===== src/sv/array_list_deque_assert.svh =====
// Assertion macros shared by the array list deque RTL.
`ifndef ARRAY_LIST_DEQUE_ASSERT_SVH
`define ARRAY_LIST_DEQUE_ASSERT_SVH

`ifndef SYNTHESIS

`define ALD_ASSERT(lbl, clk, rst_n, expr, msg) \
  lbl: assert property (@(posedge clk) disable iff (!rst_n) (expr)) else $error(msg);

`define ALD_ASSERT_NEXT(lbl, clk, rst_n, ante, cons, msg) \
  lbl: assert property (@(posedge clk) disable iff (!rst_n) (ante) |=> (cons)) else $error(msg);

`else

`define ALD_ASSERT(lbl, clk, rst_n, expr, msg)

`define ALD_ASSERT_NEXT(lbl, clk, rst_n, ante, cons, msg)

`endif

`endif


===== src/sv/ald_pkg.sv =====
// Types and codes for the array list deque.
`default_nettype none

package ald_pkg;

  localparam int WORD_W   = 32;
  localparam int REQ_W    = 3;
  localparam int STATUS_W = 2;
  localparam int COUNT_W  = 4;

  typedef logic signed [WORD_W-1:0] word_t;

  localparam logic [REQ_W-1:0] REQ_PUSH_BACK  = 3'd0;
  localparam logic [REQ_W-1:0] REQ_PUSH_FRONT = 3'd1;
  localparam logic [REQ_W-1:0] REQ_POP_BACK   = 3'd2;
  localparam logic [REQ_W-1:0] REQ_POP_FRONT  = 3'd3;
  localparam logic [REQ_W-1:0] REQ_DUMP       = 3'd4;

  localparam logic [STATUS_W-1:0] STAT_OK    = 2'd0;
  localparam logic [STATUS_W-1:0] STAT_FULL  = 2'd1;
  localparam logic [STATUS_W-1:0] STAT_EMPTY = 2'd2;

  typedef enum logic [1:0] {
    CELL_HOLD,
    CELL_LOAD,
    CELL_TAKE_LOWER,
    CELL_TAKE_UPPER
  } cell_op_t;

  typedef enum logic {
    ST_IDLE,
    ST_DUMP
  } state_t;

endpackage

`default_nettype wire


===== src/sv/ald_cell.sv =====
// One list position: holds a word, loads, or takes a neighbor's word.
`default_nettype none

module ald_cell
  import ald_pkg::*;
(
  input  wire logic     clk,
  input  wire cell_op_t op,
  input  wire word_t    load_data,
  input  wire word_t    lower_data,
  input  wire word_t    upper_data,
  output word_t         data_out
);

  word_t data_r;
  word_t data_nxt;

  always_comb begin
    case (op)
      CELL_LOAD:       data_nxt = load_data;
      CELL_TAKE_LOWER: data_nxt = lower_data;
      CELL_TAKE_UPPER: data_nxt = upper_data;
      default:         data_nxt = data_r;
    endcase
  end

  always_ff @(posedge clk) begin
    data_r <= data_nxt;
  end

  assign data_out = data_r;

endmodule

`default_nettype wire


===== src/sv/array_list_deque.sv =====
// Array list deque top level: a row of word cells with a count and dump sequencer.
// Push and pop requests each give one result beat, registered in the cycle after acceptance.
// A dump of n elements gives n beats, one beat per cycle while the output is not stalled, rotating the cell row.
// A new request is taken once the dump has ended and the output register is free.
// Synchronous active-low reset empties the list; cell contents are not reset.
`default_nettype none

`include "array_list_deque_assert.svh"

module array_list_deque
  import ald_pkg::*;
#(
  parameter int CAPACITY = 8
) (
  input  wire logic                clk,
  input  wire logic                rst_n,
  input  wire logic                in_valid,
  output logic                     in_stall,
  input  wire logic [REQ_W-1:0]    in_req_type,
  input  wire logic signed [WORD_W-1:0] in_push_value,
  output logic                     out_valid,
  input  wire logic                out_stall,
  output logic [STATUS_W-1:0]      out_status,
  output logic signed [WORD_W-1:0] out_elem_out,
  output logic [COUNT_W-1:0]       out_elem_count,
  output logic                     out_last
);

  localparam int CNT_W = $clog2(CAPACITY + 1);
  localparam logic [CNT_W-1:0] CAP_CNT = CNT_W'(CAPACITY);

  state_t            state_r, state_nxt;
  logic [CNT_W-1:0]  cnt_r, cnt_nxt;
  logic [CNT_W-1:0]  rem_r, rem_nxt;

  logic                out_valid_r, out_valid_nxt;
  logic [STATUS_W-1:0] out_status_r, out_status_nxt;
  word_t               out_elem_r, out_elem_nxt;
  logic [CNT_W-1:0]    out_count_r, out_count_nxt;
  logic                out_last_r, out_last_nxt;

  logic   accept;
  logic   out_free;
  logic   dump_step;
  logic   full;
  logic   empty;
  word_t  load_data;
  logic [CNT_W+COUNT_W-1:0] count_ext;

  word_t    slot_w  [CAPACITY];
  cell_op_t cell_op [CAPACITY];

  assign out_free  = !out_valid_r || !out_stall;
  assign in_stall  = (state_r != ST_IDLE) || (out_valid_r && out_stall);
  assign accept    = in_valid && !in_stall;
  assign dump_step = (state_r == ST_DUMP) && out_free;
  assign full      = (cnt_r == CAP_CNT);
  assign empty     = (cnt_r == '0);
  assign load_data = (state_r == ST_DUMP) ? slot_w[0] : in_push_value;

  for (genvar i = 0; i < CAPACITY; i++) begin : g_cell
    localparam int LO = (i == 0) ? 0 : i - 1;
    localparam int UP = (i == CAPACITY - 1) ? i : i + 1;
    localparam logic [CNT_W-1:0] IDX    = CNT_W'(i);
    localparam logic [CNT_W-1:0] IDX_P1 = CNT_W'(i + 1);

    always_comb begin
      cell_op[i] = CELL_HOLD;
      if (accept) begin
        case (in_req_type)
          REQ_PUSH_BACK: begin
            if (!full && IDX == cnt_r) cell_op[i] = CELL_LOAD;
          end
          REQ_PUSH_FRONT: begin
            if (!full) begin
              if (i == 0) cell_op[i] = CELL_LOAD;
              else if (IDX <= cnt_r) cell_op[i] = CELL_TAKE_LOWER;
            end
          end
          REQ_POP_FRONT: begin
            if (!empty && IDX_P1 < cnt_r) cell_op[i] = CELL_TAKE_UPPER;
          end
          default: cell_op[i] = CELL_HOLD;
        endcase
      end else if (dump_step) begin
        if (IDX_P1 < cnt_r) cell_op[i] = CELL_TAKE_UPPER;
        else if (IDX_P1 == cnt_r) cell_op[i] = CELL_LOAD;
      end
    end

    ald_cell u_cell (
      .clk        (clk),
      .op         (cell_op[i]),
      .load_data  (load_data),
      .lower_data (slot_w[LO]),
      .upper_data (slot_w[UP]),
      .data_out   (slot_w[i])
    );
  end

  always_comb begin
    state_nxt      = state_r;
    cnt_nxt        = cnt_r;
    rem_nxt        = rem_r;
    out_valid_nxt  = out_valid_r && out_stall;
    out_status_nxt = out_status_r;
    out_elem_nxt   = out_elem_r;
    out_count_nxt  = out_count_r;
    out_last_nxt   = out_last_r;
    case (state_r)
      ST_IDLE: begin
        if (accept) begin
          out_status_nxt = STAT_OK;
          out_elem_nxt   = '0;
          out_last_nxt   = 1'b1;
          out_valid_nxt  = 1'b1;
          case (in_req_type)
            REQ_PUSH_BACK, REQ_PUSH_FRONT: begin
              if (full) out_status_nxt = STAT_FULL;
              else cnt_nxt = cnt_r + 1'b1;
            end
            REQ_POP_BACK, REQ_POP_FRONT: begin
              if (empty) out_status_nxt = STAT_EMPTY;
              else cnt_nxt = cnt_r - 1'b1;
            end
            REQ_DUMP: begin
              if (empty) begin
                out_status_nxt = STAT_EMPTY;
              end else begin
                out_valid_nxt = 1'b0;
                rem_nxt       = cnt_r;
                state_nxt     = ST_DUMP;
              end
            end
            default: out_status_nxt = STAT_OK;
          endcase
          out_count_nxt = cnt_nxt;
        end
      end
      ST_DUMP: begin
        if (dump_step) begin
          out_valid_nxt  = 1'b1;
          out_status_nxt = STAT_OK;
          out_elem_nxt   = slot_w[0];
          out_count_nxt  = cnt_r;
          out_last_nxt   = (rem_r == CNT_W'(1));
          rem_nxt        = rem_r - 1'b1;
          if (rem_r == CNT_W'(1)) state_nxt = ST_IDLE;
        end
      end
      default: state_nxt = ST_IDLE;
    endcase
  end

  always_ff @(posedge clk) begin
    if (!rst_n) begin
      state_r     <= ST_IDLE;
      cnt_r       <= '0;
      rem_r       <= '0;
      out_valid_r <= 1'b0;
    end else begin
      state_r     <= state_nxt;
      cnt_r       <= cnt_nxt;
      rem_r       <= rem_nxt;
      out_valid_r <= out_valid_nxt;
    end
  end

  always_ff @(posedge clk) begin
    out_status_r <= out_status_nxt;
    out_elem_r   <= out_elem_nxt;
    out_count_r  <= out_count_nxt;
    out_last_r   <= out_last_nxt;
  end

  assign count_ext      = {{COUNT_W{1'b0}}, out_count_r};
  assign out_valid      = out_valid_r;
  assign out_status     = out_status_r;
  assign out_elem_out   = out_elem_r;
  assign out_elem_count = count_ext[COUNT_W-1:0];
  assign out_last       = out_last_r;

  `ALD_ASSERT(a_cnt_bound, clk, rst_n, cnt_r <= CAP_CNT, "element count above capacity")
  `ALD_ASSERT(a_dump_rem, clk, rst_n, (state_r != ST_DUMP) || (rem_r != '0 && rem_r <= cnt_r), "dump remainder out of range")
  `ALD_ASSERT_NEXT(a_pop_dec, clk, rst_n, accept && !empty && (in_req_type == REQ_POP_BACK || in_req_type == REQ_POP_FRONT), cnt_r == $past(cnt_r) - 1'b1, "pop did not drop one element")
  `ALD_ASSERT_NEXT(a_push_inc, clk, rst_n, accept && !full && (in_req_type == REQ_PUSH_BACK || in_req_type == REQ_PUSH_FRONT), cnt_r == $past(cnt_r) + 1'b1, "push did not add one element")

endmodule

`default_nettype wire

===== config.mk =====
export PLATFORM = sky130hd
export DESIGN_NAME = array_list_deque
export DESIGN_NICKNAME = d
export VERILOG_FILES = /design/src/sv/ald_pkg.sv /design/src/sv/ald_cell.sv /design/src/sv/array_list_deque.sv
export VERILOG_INCLUDE_DIRS = /design/src /design/src/sv
export SDC_FILE = /design/constraint.sdc
export NUM_CORES = 1
export LEC_CHECK = 0
export ABC_AREA = 1
export BUFFER_PORTS_ARGS = -buffer_cell sky130_fd_sc_hd__buf_2
export CAP_MARGIN = 5
export CORE_MARGIN = 2
export CORE_UTILIZATION = 25
export DETAILED_ROUTE_END_ITERATION = 10
export GPL_TIMING_DRIVEN = 0
export PLACE_DENSITY_LB_ADDON = 0.12
export SYNTH_ARGS = -nofsm -noshare
export SYNTH_HDL_FRONTEND = slang
export SYNTH_HIERARCHICAL = 1
export SYNTH_SLANG_ARGS = --single-unit
export TNS_END_PERCENT = 50

===== constraint.sdc =====
create_clock -name clk -period 3.1 [get_ports clk]
set_input_delay 0.62 -clock clk [delete_from_list [all_inputs] [get_ports clk]]
set_output_delay 0.62 -clock clk [all_outputs]
set_load 0.02 [all_outputs]

# ---- Word level (Yosys, flattened, before mapping)
# Cells that the tools add are included.
dict set report word_totals {
  regBits 305
  input_bits 39
  output_inout_bits 41
  word_cells 231
}
dict set report classes {
  n_addsub 3
  magnitude_cmp 15
  eq_ne 40
  n_mux 114
  bitwise_logic 1
  reduce_logical 42
}
# operator count
set op_table {}
lappend op_table {{one-hot mux 32 bit (3 select lines)} 6}
lappend op_table {{one-hot mux 32 bit (2 select lines)} 3}
lappend op_table {{two-way mux 2 bit} 49}
lappend op_table {{two-way mux 32 bit} 3}
lappend op_table {{one-hot mux 2 bit (3 select lines)} 8}
lappend op_table {{two-way mux 4 bit} 8}
lappend op_table {{two-way mux 1 bit} 29}
lappend op_table {{equality test 2 bit (second input constant)} 14}
lappend op_table {{one-hot mux 4 bit (2 select lines)} 3}
lappend op_table {{logical AND 1 bit} 19}
lappend op_table {{nonzero test 3 bit} 6}
lappend op_table {{equality test 2 x 1 -> 1 bit (second input constant)} 8}
lappend op_table {{equality test 3 x 4 -> 1 bit (first input constant)} 4}
lappend op_table {{less-or-equal comparator 3 x 4 -> 1 bit (first input constant)} 4}
lappend op_table {{less-than comparator 3 x 4 -> 1 bit (first input constant)} 4}
lappend op_table {{equality test 2 x 4 -> 1 bit (first input constant)} 2}
lappend op_table {{less-or-equal comparator 2 x 4 -> 1 bit (first input constant)} 2}
lappend op_table {{less-than comparator 2 x 4 -> 1 bit (first input constant)} 2}
lappend op_table {{one-hot mux 2 bit (2 select lines)} 2}
lappend op_table {{subtractor 4 x 1 -> 4 bit (second input constant)} 2}
lappend op_table {{equality test 3 x 2 -> 1 bit (second input constant)} 2}
lappend op_table {{one-hot mux 1 bit (2 select lines)} 3}
lappend op_table {{logical NOT 1 bit} 5}
lappend op_table {{adder 4 x 1 -> 4 bit (second input constant)} 1}
lappend op_table {{20 further kinds} 26}

# ---- Longest topological paths before layout
# Gate-level depths: netlist (run 1).
dict set report depth {
  word_depth 8
  ltp_mapped 14
  depth_no_buf 12
}

# ---- Hierarchy
# The synthesis (run 1) kept the hierarchy.
# mod instances cells_per_inst area_each_um2 seq_area_each_um2
set by_module_without_submodules {}
lappend by_module_without_submodules {ald_cell 8 180 1712.9 960.9}
lappend by_module_without_submodules {array_list_deque 1 410 2977.9 1371.3}

# ---- Least setup slack after synthesis (run 1)
# Ideal clock, no wire load.
dict set report synth_timing {
  kind {register to register}
  startpoint {reg cnt_r[0]}
  endpoint {reg g_cell[2].u_cell.data_r[0], enable pin}
  setup_ns 0.389
  t_arrival_ns 2.555
  t_required_ns 2.711
  slack_ns 0.156
  path_stages_with_launch 12
  path_buffers 2
  synth_period_minus_slack_ns 2.944
  cell_sequence {dfxtp_1 buf_2 inv_1 ha_1 nand3_2 nand3_2 inv_1 a21oi_1 o21ai_0 inv_1 buf_2 nand2_1}
}
# element line
set synth_rtl {}
lappend synth_rtl {{start: declaration} array_list_deque.sv:33} ;# logic [CNT_W-1:0] cnt_r, cnt_nxt;
lappend synth_rtl {{start signal: assignment} array_list_deque.sv:163} ;# cnt_r <= cnt_nxt;
lappend synth_rtl {{end signal: assignment} ald_cell.sv:28} ;# data_r <= data_nxt;
lappend synth_rtl {{end: declaration} ald_cell.sv:15} ;# word_t data_r;

==> impl_results.md, run 1 <==
- Slew HR: 0.5627
- Clock sink count: 305
- Synth warn: 6
- Worst-Skew Late Latency: 0.56 ns
- RSZ-0062 raised after global routing: false
- Largest cells by area after synthesis: edfxtp_1 53%, nand3_1 24%, nand2_1 9.9%, buf_6 3.2%, buf_4 2.3%
- Highest cell delay on the worst timing path: 0.38 ns
- Count of buffers from port buffering: 78
- Final nets: 2017
- Root buf cell: clkbuf_16
- Worst path slowest cell: dfxtp_1
- Count of cell types in the netlist: 32
- Pin count of the biggest net entering global routing: 40
- Post-DR vias/cell: 4.661
- Max-Cap Viols: 0
- Remaining global-route overflow: 0
- Top_reg_cell synth: edfxtp_1
- Yosys top cell by area: edfxtp_1
- Sequential area share after synthesis: 0.5431
- Setup bufs post-CTS: 0
- Most common cell in the netlist: nand3_1
- Cts bufs inserted: 38
- Die Wd: 262.3 µm
- Pwr per Cell Area: ~540 nW/µm²
- Final worst slack: 0.1384 ns
- Final GP Congestion: 0.8012
- Max clock buf depth: 3
- Netlist area before placement: 16680 µm²
- Layout Area Growth over Synthesis: 17.49%
- EDFF count, synth: 295
- Place WS: -1.031 ns
- Chip height: 262.3 µm
- Critical path capture point type: flip-flop
- Combined area of the multi-input logic cells: 6301 µm²
- VDD IR max: 0.3276 mV
- Static leakage: 7.815 nW
- Post-route ant nets: 0
- FILL cells: roughly 7000
- Synth top area share: 0.5311
- Min-delay worst type: primary input to flip-flop
- Delay-heaviest family, CP: buffers and inverters
- I/O pin count: 80
- Post-route minimum period: 2.962 ns
- Crit-path max FO: 32
- Buf/Inv on CP: 5
- Layout cell share with drive strength beyond 1: 0.1594
- Layout Skew: roughly 0.016 ns
- H-Tree Depth: 2
- ANT cells: 0
- CP Class: flip-flop to flip-flop
- First-pass GRT wire length: a little over 80000 µm
- Die ar.: ~69000 µm²
- Crit-path most repeated cell: inv_1
- Total power: 0.01052 W
- Routed wire length: roughly 54000 µm
- TritonRoute pass-1 iters: 5
- Final hold vios: 0
- Syn nets: 1895
- Register area: slightly above 9000 µm²
- Max Clk Rate: between 300 and 400 MHz
- FP Rows: 94
- Cell count after synthesis: 1850
- Vias in the first global route: 13350
- Asr flop ratio synth: 0
- Global Route Usage Sum: 0.1536
- Final setup viols: 0
- Worst Tran Pin Value: 0.6559 ns
- Via count: 13350
- Fin crit share: 0.9554
- Post-Syn Area per Cell: around 9.0 µm²
- Critical Path RT: 3.32 ns
- CTS tree: built
- Most instantiated cells after synthesis: 790 x nand3_1, 440 x nand2_1, 295 x edfxtp_1
- Status: finished, final reports clean
- Iter 0 DRT Violations: 1070
- Initial antenna violation count: 0
- Crit path cell chain: clkbuf_4, inv_1, ha_4, nand3_2, nand3_2, inv_1, a21oi_1, o21ai_2, inv_1, clkbuf_4, nand2_8
- CP Launch Type: flip-flop
- Clock slew at reported path FFs: 0.06 ns
- Core area: 65860 µm²
- Starting Density: 0.2533
- Wire per inst: ~19 µm
- Yosys reg bits: 305
- DP HPWL: between 40000 and 50000 µm
- DRC viols: 0
- Fin. max-slew vios: 0
- Crit path DAT: about 3.2 ns
==> worst paths after layout <==
path,from,to,slack [ns],cells past startpoint
worst min register to register,rem_r[1]$_SDFFE_PN0P_,rem_r[1]$_SDFFE_PN0P_,0.47,2
worst min-delay path,in_valid,out_valid$_SDFF_PN0_,0.35,3
worst max register to register,cnt_r[0]$_SDFFE_PN0P_,g_cell[5].u_cell/data_out[9]$_DFFE_PP_,0.14,11
worst max-delay path,cnt_r[0]$_SDFFE_PN0P_,g_cell[5].u_cell/data_out[9]$_DFFE_PP_,0.14,11
==> registers in the layout, indices dropped and copies added (netlist names) <==
name,cells
state_r,1
rem_r,4
out_status,2
g_cell.u_cell/data_out,256
out_last,1
out_elem_count,4
cnt_r,4
out_valid,1
out_elem_out,32
==> metrics by stage <==
step	cells	utilization	TNS, ns	cell area [µm²]	hold WS [ns]
CTS	2864	0.2964	0	19520	0.3139
global route	2865	0.2976	0	19600	0.3399
floorplan	1850	-	0	16680	0.4400
detailed placement	2795	0.2769	-152.99	18240	0.4648
finish	2865	0.2976	0	19600	0.3514
global placement	2792	0.2756	-232.57	18150	0.4581
==> timing repair <==
action                                  CTS  global route
pin swaps                                 0             3
gates resized for setup                  20            15
cloned                                    0             1
endpoints found under the setup margin  288           235
hold buffers                              0             0
==> kinds of logic after synthesis <==
group | after synthesis | share of synthesized area
adders and majority gates | 6 | 0.004500
and+or+nand+nor | 1264 | 0.3486
DFF | 305 | 0.5431
AOI/OAI and AO/OA | 47 | 0.01485
buffers and inverters | 228 | 0.08903
==> power by group <==
group	internal [W]	switching, W	leakage [nW]
clock	0.00257	0.00179	0.583
combinational	0.000396	0.000818	4.43
sequential	0.00481	0.000131	2.80
total	0.00777	0.00274	7.81
==> per-layer routing <==
layer	wire, µm	GRT usage
met5	0	0
met4	865	0.03332
met3	2656	0.02296
met2	24450	0.2477
met1	25580	0.2174
==> layout make-up <==
cell class | instances | share of cell area
Timing Repair Buffer | 81 | 0.02375
Clock buffer | 52 | 0.05446
Sequential cell | 305 | 0.4622
Clock inverter | 17 | 0.006512
Buffer | 151 | 0.06052
Tap cell | 864 | 0.05516
Inverter | 77 | 0.01590
Multi-Input combinational cell | 1318 | 0.3215
==> layout by cell type (no fill, tap or decap), drive strengths merged <==
| cell | instances |
|---|---|
| nand3 | 794 |
| nand2 | 446 |
| edfxtp | 295 |
| buf | 224 |
| inv | 76 |
| clkbuf | 60 |
| o21ai | 28 |
| nor2 | 15 |
| clkinv | 15 |
| a21oi | 14 |
| dfxtp | 10 |
| ha | 6 |
| nand4 | 4 |
| nor3 | 3 |
| o31ai | 2 |
| bufinv | 2 |
| or2 | 2 |
| o21a | 1 |
| o211ai | 1 |
| nor4 | 1 |
| o21bai | 1 |
| clkinvlp | 1 |
==> tightest hold or removal path: stages <==
cell,delay [ns]
buf_2,0.11
a21oi_1,0.06
nor2_1,0.07
Note: power is estimated with default switching activity, not from simulation.
==> run 2, diff against run 1 <==
--- a/config.mk
+++ b/config.mk
@@ -9,6 +9,8 @@
 export ABC_AREA = 1
 export BUFFER_PORTS_ARGS = -buffer_cell sky130_fd_sc_hd__buf_2
 export CAP_MARGIN = 5
+export CELL_PAD_IN_SITES_DETAIL_PLACEMENT = 1
+export CELL_PAD_IN_SITES_GLOBAL_PLACEMENT = 1
 export CORE_MARGIN = 2
 export CORE_UTILIZATION = 25
 export DETAILED_ROUTE_END_ITERATION = 10
==> constraint.sdc (replaced) <==
create_clock -name clk -period 3.1 [get_ports clk]
set_input_delay 0.155 -clock clk [delete_from_list [all_inputs] [get_ports clk]]
set_output_delay 0.155 -clock clk [all_outputs]
set_load 0.02 [all_outputs]
==> impl_results.md, run 2 (synthesized netlist as in run 1, its figures left out) <==
- Status: finished, final reports clean
- Cell internal pwr: approximately 0.008 W
- Final hold vios: 0
- Pin count of the biggest net entering global routing: 40
- Post-route minimum period: 2.869 ns
- Reg-to-reg endpoint: g_cell[1].u_cell/data_out[2]$_DFFE_PP_
- DRC viols: 0
- First-pass GRT wire length: 92740 µm
- Chip height: between 200 and 300 µm
- Dpl cell area: approximately 18000 µm²
- Sequential power share: 0.457
- Final GP Congestion: 0.7768
- Switching share of power: 0.2710
- Slew HR: 0.4829
- Met3 Use GR: 0.02333
- Register area: 9059 µm²
- Max-Cap Viols: 0
- Post-layout util: 0.3000
- Die ar.: 68810 µm²
- Post-DR vias/cell: between 4 and 5
- Hold EP: out_status[0]$_SDFFCE_PP0P_
- Busiest grt layer: met2
- Leading cell type in the layout, fill and taps excluded: nand3_1
- Static leakage: ~8 nW
- GRT met2 Usage: 0.3075
- Global Route Usage Sum: 0.1733
- Pwr per Cell Area: 545.8 nW/µm²
- Initial antenna violation count: 0
- Remaining global-route overflow: 0
- Design Area, Final: 19760 µm²
- Final worst slack: 0.2309 ns
- Combinational share of power: 0.117
- Met1 Track Usage GR: 0.2213
- Worst Tran Pin Value: a little under 0.8 ns
- Commonest non-fill, non-tap cells in the layout: 790 x nand3_1, 432 x nand2_1, 295 x edfxtp_1
- Crit path cell chain: buf_2, inv_1, ha_2, nand3_2, nand3_2, o21ai_1, nand2_1, nand2_1, inv_1, clkbuf_4, nand2_8
- Worst path slowest cell: dfxtp_1
- Iter 0 DRT Violations: 869
- R2R depth: 11
- Core area: 65860 µm²
- I/O pin count: 80
- Post-route ant nets: 0
- Net load switching power: 0.002923 W
- Max clock buf depth: 3
- Reg2reg setup slack: 0.23 ns
- Fin crit share: 0.9255
- Highest cell delay on the worst timing path: 0.34 ns
- Total power: about 0.011 W
- TritonRoute pass-1 iters: 5
- Clock sink count: 305
- CTS tree: built
- Min-Delay Startpoint: in_req_type[1]
- Hold Crit Depth: 2
- Layout cell share with drive strength beyond 1: 0.1629
- Starting Density: 0.2533
- Critical path capture point type: flip-flop
- Critical Path RT: 3.36 ns
- Root buf cell: clkbuf_16
- VDD IR max: 0.2976 mV
- Wire per inst: 21.27 µm
- Worst r2r src: cnt_r[0]$_SDFFE_PN0P_
- RSZ-0062 raised after global routing: true
- Via count: 14230
- Fin Hold WS: 0.05849 ns
- Clock slew at reported path FFs: 0.05 ns
- Die Wd: 262.3 µm
- Worst-Skew Late Latency: 0.58 ns
- Cts bufs inserted: 41
- Layout Area Growth over Synthesis: 18.47%
- Place WS: -0.6622 ns
- H-Tree Depth: 2
- Crit-path max FO: 32
- Combined area of the multi-input logic cells: 6401 µm²
- Fin. max-slew vios: 0
- Final nets: 2029
- FP Rows: 94
- Max Clk Rate: 348.5 MHz
- CP Launch Type: flip-flop
- Max reg flops: approximately 260
- Count of buffers from port buffering: 78
- DP HPWL: between 40000 and 50000 µm
- ANT cells: 0
- Final setup viols: 0
- Routed wire length: 61220 µm
- CP Class: flip-flop to flip-flop
- Clock share of power: 0.425
- Vias in the first global route: 15580
- FILL cells: roughly 7700
- Layout Skew: ~0.019 ns
- Min-delay worst type: primary input to flip-flop
- Crit path DAT: 3.13 ns
-- run 2: cell types whose count changed in the layout (fill, tap and decap cells not counted), moves of 3 or more --
cell / before / now
buf_4: 50 / 54
inv_1: 59 / 56
nand2_8: 8 / 14
dlygate4sd3_1: 0 / 5
inv_2: 8 / 11
-- run 2: through the flow --
| stage | setup TNS (ns) | instances |
|---|---|---|
| 2_1_floorplan | 0 | 1850 |
| 3_3_place_gp | -262.35 | 2792 |
| 3_5_place_dp | -135.45 | 2793 |
| 4_1_cts | 0 | 2871 |
| 5_1_grt | -0.01416 | 2878 |
| 6_report | 0 | 2878 |
-- run 2: power groups by stage --
stage	Sequential, W	Clock (W)	Combinational [W]
6_report	0.00493	0.00459	0.00127
4_1_cts	0.00494	0.00477	0.00126
5_1_grt	0.00495	0.00491	0.00141
3_3_place_gp	0.00504	0	0.00120
2_1_floorplan	0.00501	0	0.000780
3_5_place_dp	0.00503	0	0.00124
-- run 2: how the worst max path moves through the flow --
stage	slack (ns)	from	endpoint
after detailed placement	-0.66	cnt_r[0]$_SDFFE_PN0P_	g_cell[2].u_cell/data_out[4]$_DFFE_PP_
after CTS	0.002	cnt_r[0]$_SDFFE_PN0P_	g_cell[6].u_cell/data_out[9]$_DFFE_PP_
after floorplan	0.16	cnt_r[0]$_SDFFE_PN0P_	g_cell[2].u_cell/data_out[0]$_DFFE_PP_
after global placement	-1.16	cnt_r[0]$_SDFFE_PN0P_	g_cell[2].u_cell/data_out[3]$_DFFE_PP_
after global routing	-0.002	cnt_r[0]$_SDFFE_PN0P_	g_cell[1].u_cell/data_out[3]$_DFFE_PP_
final	0.23	cnt_r[0]$_SDFFE_PN0P_	g_cell[1].u_cell/data_out[2]$_DFFE_PP_
-- run 2: timing repair --
action	in CTS	in global routing
hold endpoints to repair	5	0
gates resized for setup	21	23
hold buffers	5	0
pin swaps	2	7
setup endpoints to repair	285	281
buffers inserted	0	1
gates cloned	0	6
-- run 2: area by class of cell --
type | count | share of cell area
Sequential cell | 305 | 0.4584
Buffer | 151 | 0.06028
Multi-Input combinational cell | 1323 | 0.3239
Clock inverter | 16 | 0.005129
Inverter | 77 | 0.01577
Clock buffer | 57 | 0.05812
Timing Repair Buffer | 85 | 0.02368
Tap cell | 864 | 0.05470
-- run 2: metal layers --
metal / wire length (µm) / part of all wire
met4: 1345 / 0.022
met2: 30610 / 0.50
met1: 27860 / 0.46
met3: 1407 / 0.023
met5: 0 / 0
-- run 2: critical path, delay by kind of cell, from the launching register on --
kind	cells	cell delay, ns
adders and majority gates	1	0.34
buffers and inverters	4	0.96
DFF	1	0.34
AOI/OAI and AO/OA	1	0.08
and+or+nand+nor	5	0.80
==> run 3, diff against run 2 <==
--- a/config.mk
+++ b/config.mk
@@ -7,7 +7,7 @@
 export NUM_CORES = 1
 export LEC_CHECK = 0
 export ABC_AREA = 1
-export BUFFER_PORTS_ARGS = -buffer_cell sky130_fd_sc_hd__buf_2
+export BUFFER_PORTS_ARGS = -buffer_cell sky130_fd_sc_hd__buf_4
 export CAP_MARGIN = 5
 export CELL_PAD_IN_SITES_DETAIL_PLACEMENT = 1
 export CELL_PAD_IN_SITES_GLOBAL_PLACEMENT = 1
==> impl_results.md, run 3 (synthesized netlist as in run 1, its figures left out) <==
- Post-DR vias/cell: 4.919
- Status: finished, final reports clean
- Commonest non-fill, non-tap cells in the layout: 790 x nand3_1, 432 x nand2_1, 295 x edfxtp_1
- Post-route ant nets: 0
- Final hold vios: 0
- Die ar.: a little under 70000 µm²
- M1 WL: roughly 27000 µm
- First-pass GRT wire length: 91940 µm
- CTS tree: built
- DRC viols: 0
- Chip height: between 200 and 300 µm
- Pwr per Cell Area: 529.5 nW/µm²
- I/O pin count: 80
- Crit-path max FO: 16
- Layout Area Growth over Synthesis: 18.83%
- Root buf cell: clkbuf_16
- Switching share of power: 0.2704
- Global Route Usage Sum: 0.1719
- Layout Skew: approximately 0.013 ns
- Final nets: 2029
- WL met3: 1473 µm
- Dpl cell area: 18390 µm²
- Max Clk Rate: 347.1 MHz
- Static leakage: 7.879 nW
- TritonRoute pass-1 iters: 5
- FP Rows: 94
- Fin. max-slew vios: 0
- Post-route minimum period: 2.881 ns
- Pin count of the biggest net entering global routing: 40
- Reg2reg setup slack: about 0.22 ns
- Max reg flops: approximately 260
- Net load switching power: approximately 0.0028 W
- Worst Tran Pin Value: a little under 0.7 ns
- CP Launch Type: flip-flop
- Clock share of power: 0.407
- Min-delay worst type: primary input to flip-flop
- Critical path capture point type: flip-flop
- Die Wd: roughly 260 µm
- CP Launch Point: cnt_r[0]$_SDFFE_PN0P_
- Starting Density: 0.2533
- Clock sink count: 305
- Cts bufs inserted: 40
- Fin Hold WS: 0.03527 ns
- DP HPWL: 47490 µm
- Worst r2r src: cnt_r[0]$_SDFFE_PN0P_
- Fin crit share: 0.9293
- Final GP Congestion: approximately 0.78
- Uppermost layer routed: met4
- Initial antenna violation count: 0
- Clock slew at reported path FFs: 0.05 ns
- Min-Delay Startpoint: out_stall
- Total power: 0.01050 W
- VDD IR max: 0.2862 mV
- Via count: 14130
- Count of buffers from port buffering: 78
- H-Tree Depth: 2
- Post-layout util: 0.3010
- Critical Path RT: 3.36 ns
- Crit path DAT: about 3.1 ns
- CP Class: flip-flop to flip-flop
- Design Area, Final: approximately 20000 µm²
- Remaining global-route overflow: 0
- Combinational share of power: 0.123
- ANT cells: 0
- Max-Cap Viols: 0
- Vias in the first global route: 15500
- Layout cell share with drive strength beyond 1: 0.1578
- Max clock buf depth: 3
- FILL cells: between 7000 and 8000
- Sequential power share: 0.470
- Leading cell type in the layout, fill and taps excluded: nand3_1
- Final setup viols: 0
- Iter 0 DRT Violations: between 800 and 900
- Cell internal pwr: 0.007659 W
- Wire per inst: 21.04 µm
- Core area: ~66000 µm²
- Worst-Skew Late Latency: between 0.5 and 0.6 ns
- Slew HR: 0.5506
- Routed wire length: 60450 µm
- WL met2: 30560 µm
- Setup TNS: 0 ns
run 3: cell count changes in the layout (fill, tap and decap cells not counted), sizes merged:
cell,before,now
clkinv,14,7
clkinvlp,0,2
bufinv,1,0
buf,224,225
nand2,451,450
inv,78,75
clkbuf,64,68
run 3: final cells by class:
class / instances / area (µm²) / area share
Buffer: 151 / 1194 / 0.06022
Clock buffer: 60 / 1097 / 0.05536
Tap cell: 864 / 1081 / 0.05454
Timing Repair Buffer: 87 / 678.2 / 0.03421
Inverter: 77 / 319.1 / 0.01610
Multi-Input combinational cell: 1322 / 6364 / 0.3210
Sequential cell: 305 / 9059 / 0.4570
Clock inverter: 7 / 31.28 / 0.001578
run 3: worst paths after layout:
path / end / depth (start not counted)
max: g_cell[3].u_cell/data_out[24]$_DFFE_PP_ / 11
max reg2reg: g_cell[3].u_cell/data_out[24]$_DFFE_PP_ / 11
min: out_valid$_SDFF_PN0_ / 5
min reg2reg: rem_r[1]$_SDFFE_PN0P_ / 2
run 3: per-layer routing:
layer / up-vias / track usage
met3: 78 / 0.01949
met1: 7035 / 0.2216
met5: - / 0
li1: 6842 / -
met4: 0 / 0.04300
met2: 178 / 0.3051
run 3: stage by stage:
step                cells  setup slack, ns
floorplan            1850           0.1558
global placement     2792           -1.149
detailed placement   2793          -0.6417
CTS                  2865          0.02271
global route         2873        -0.002740
finish               2873           0.2192
run 3: power by group through the flow:
stage / logic, W / clock network (W) / registers [W]
after detailed placement: 0.00127 / 0 / 0.00503
after CTS: 0.00129 / 0.00443 / 0.00494
after global placement: 0.00123 / 0 / 0.00504
after global routing: 0.00144 / 0.00460 / 0.00495
after floorplan: 0.000780 / 0 / 0.00501
final: 0.00129 / 0.00427 / 0.00493
run 3: what timing repair did:
item,in CTS,in global routing
endpoints found under the setup margin,285,298
buffers inserted,0,3
hold buffers,5,0
pin swaps,2,5
resized for setup,21,19
cloned,0,5
hold endpoints to repair,6,0
run 3: critical path, cell delays in order, from the launching register on:
cell	delay, ns
dfxtp_1	0.34
clkbuf_4	0.20
inv_1	0.19
ha_2	0.34
nand3_2	0.23
nand3_4	0.17
o21ai_0	0.09
nand2_1	0.07
nand2_1	0.09
inv_1	0.28
clkbuf_4	0.35
nand2_4	0.21
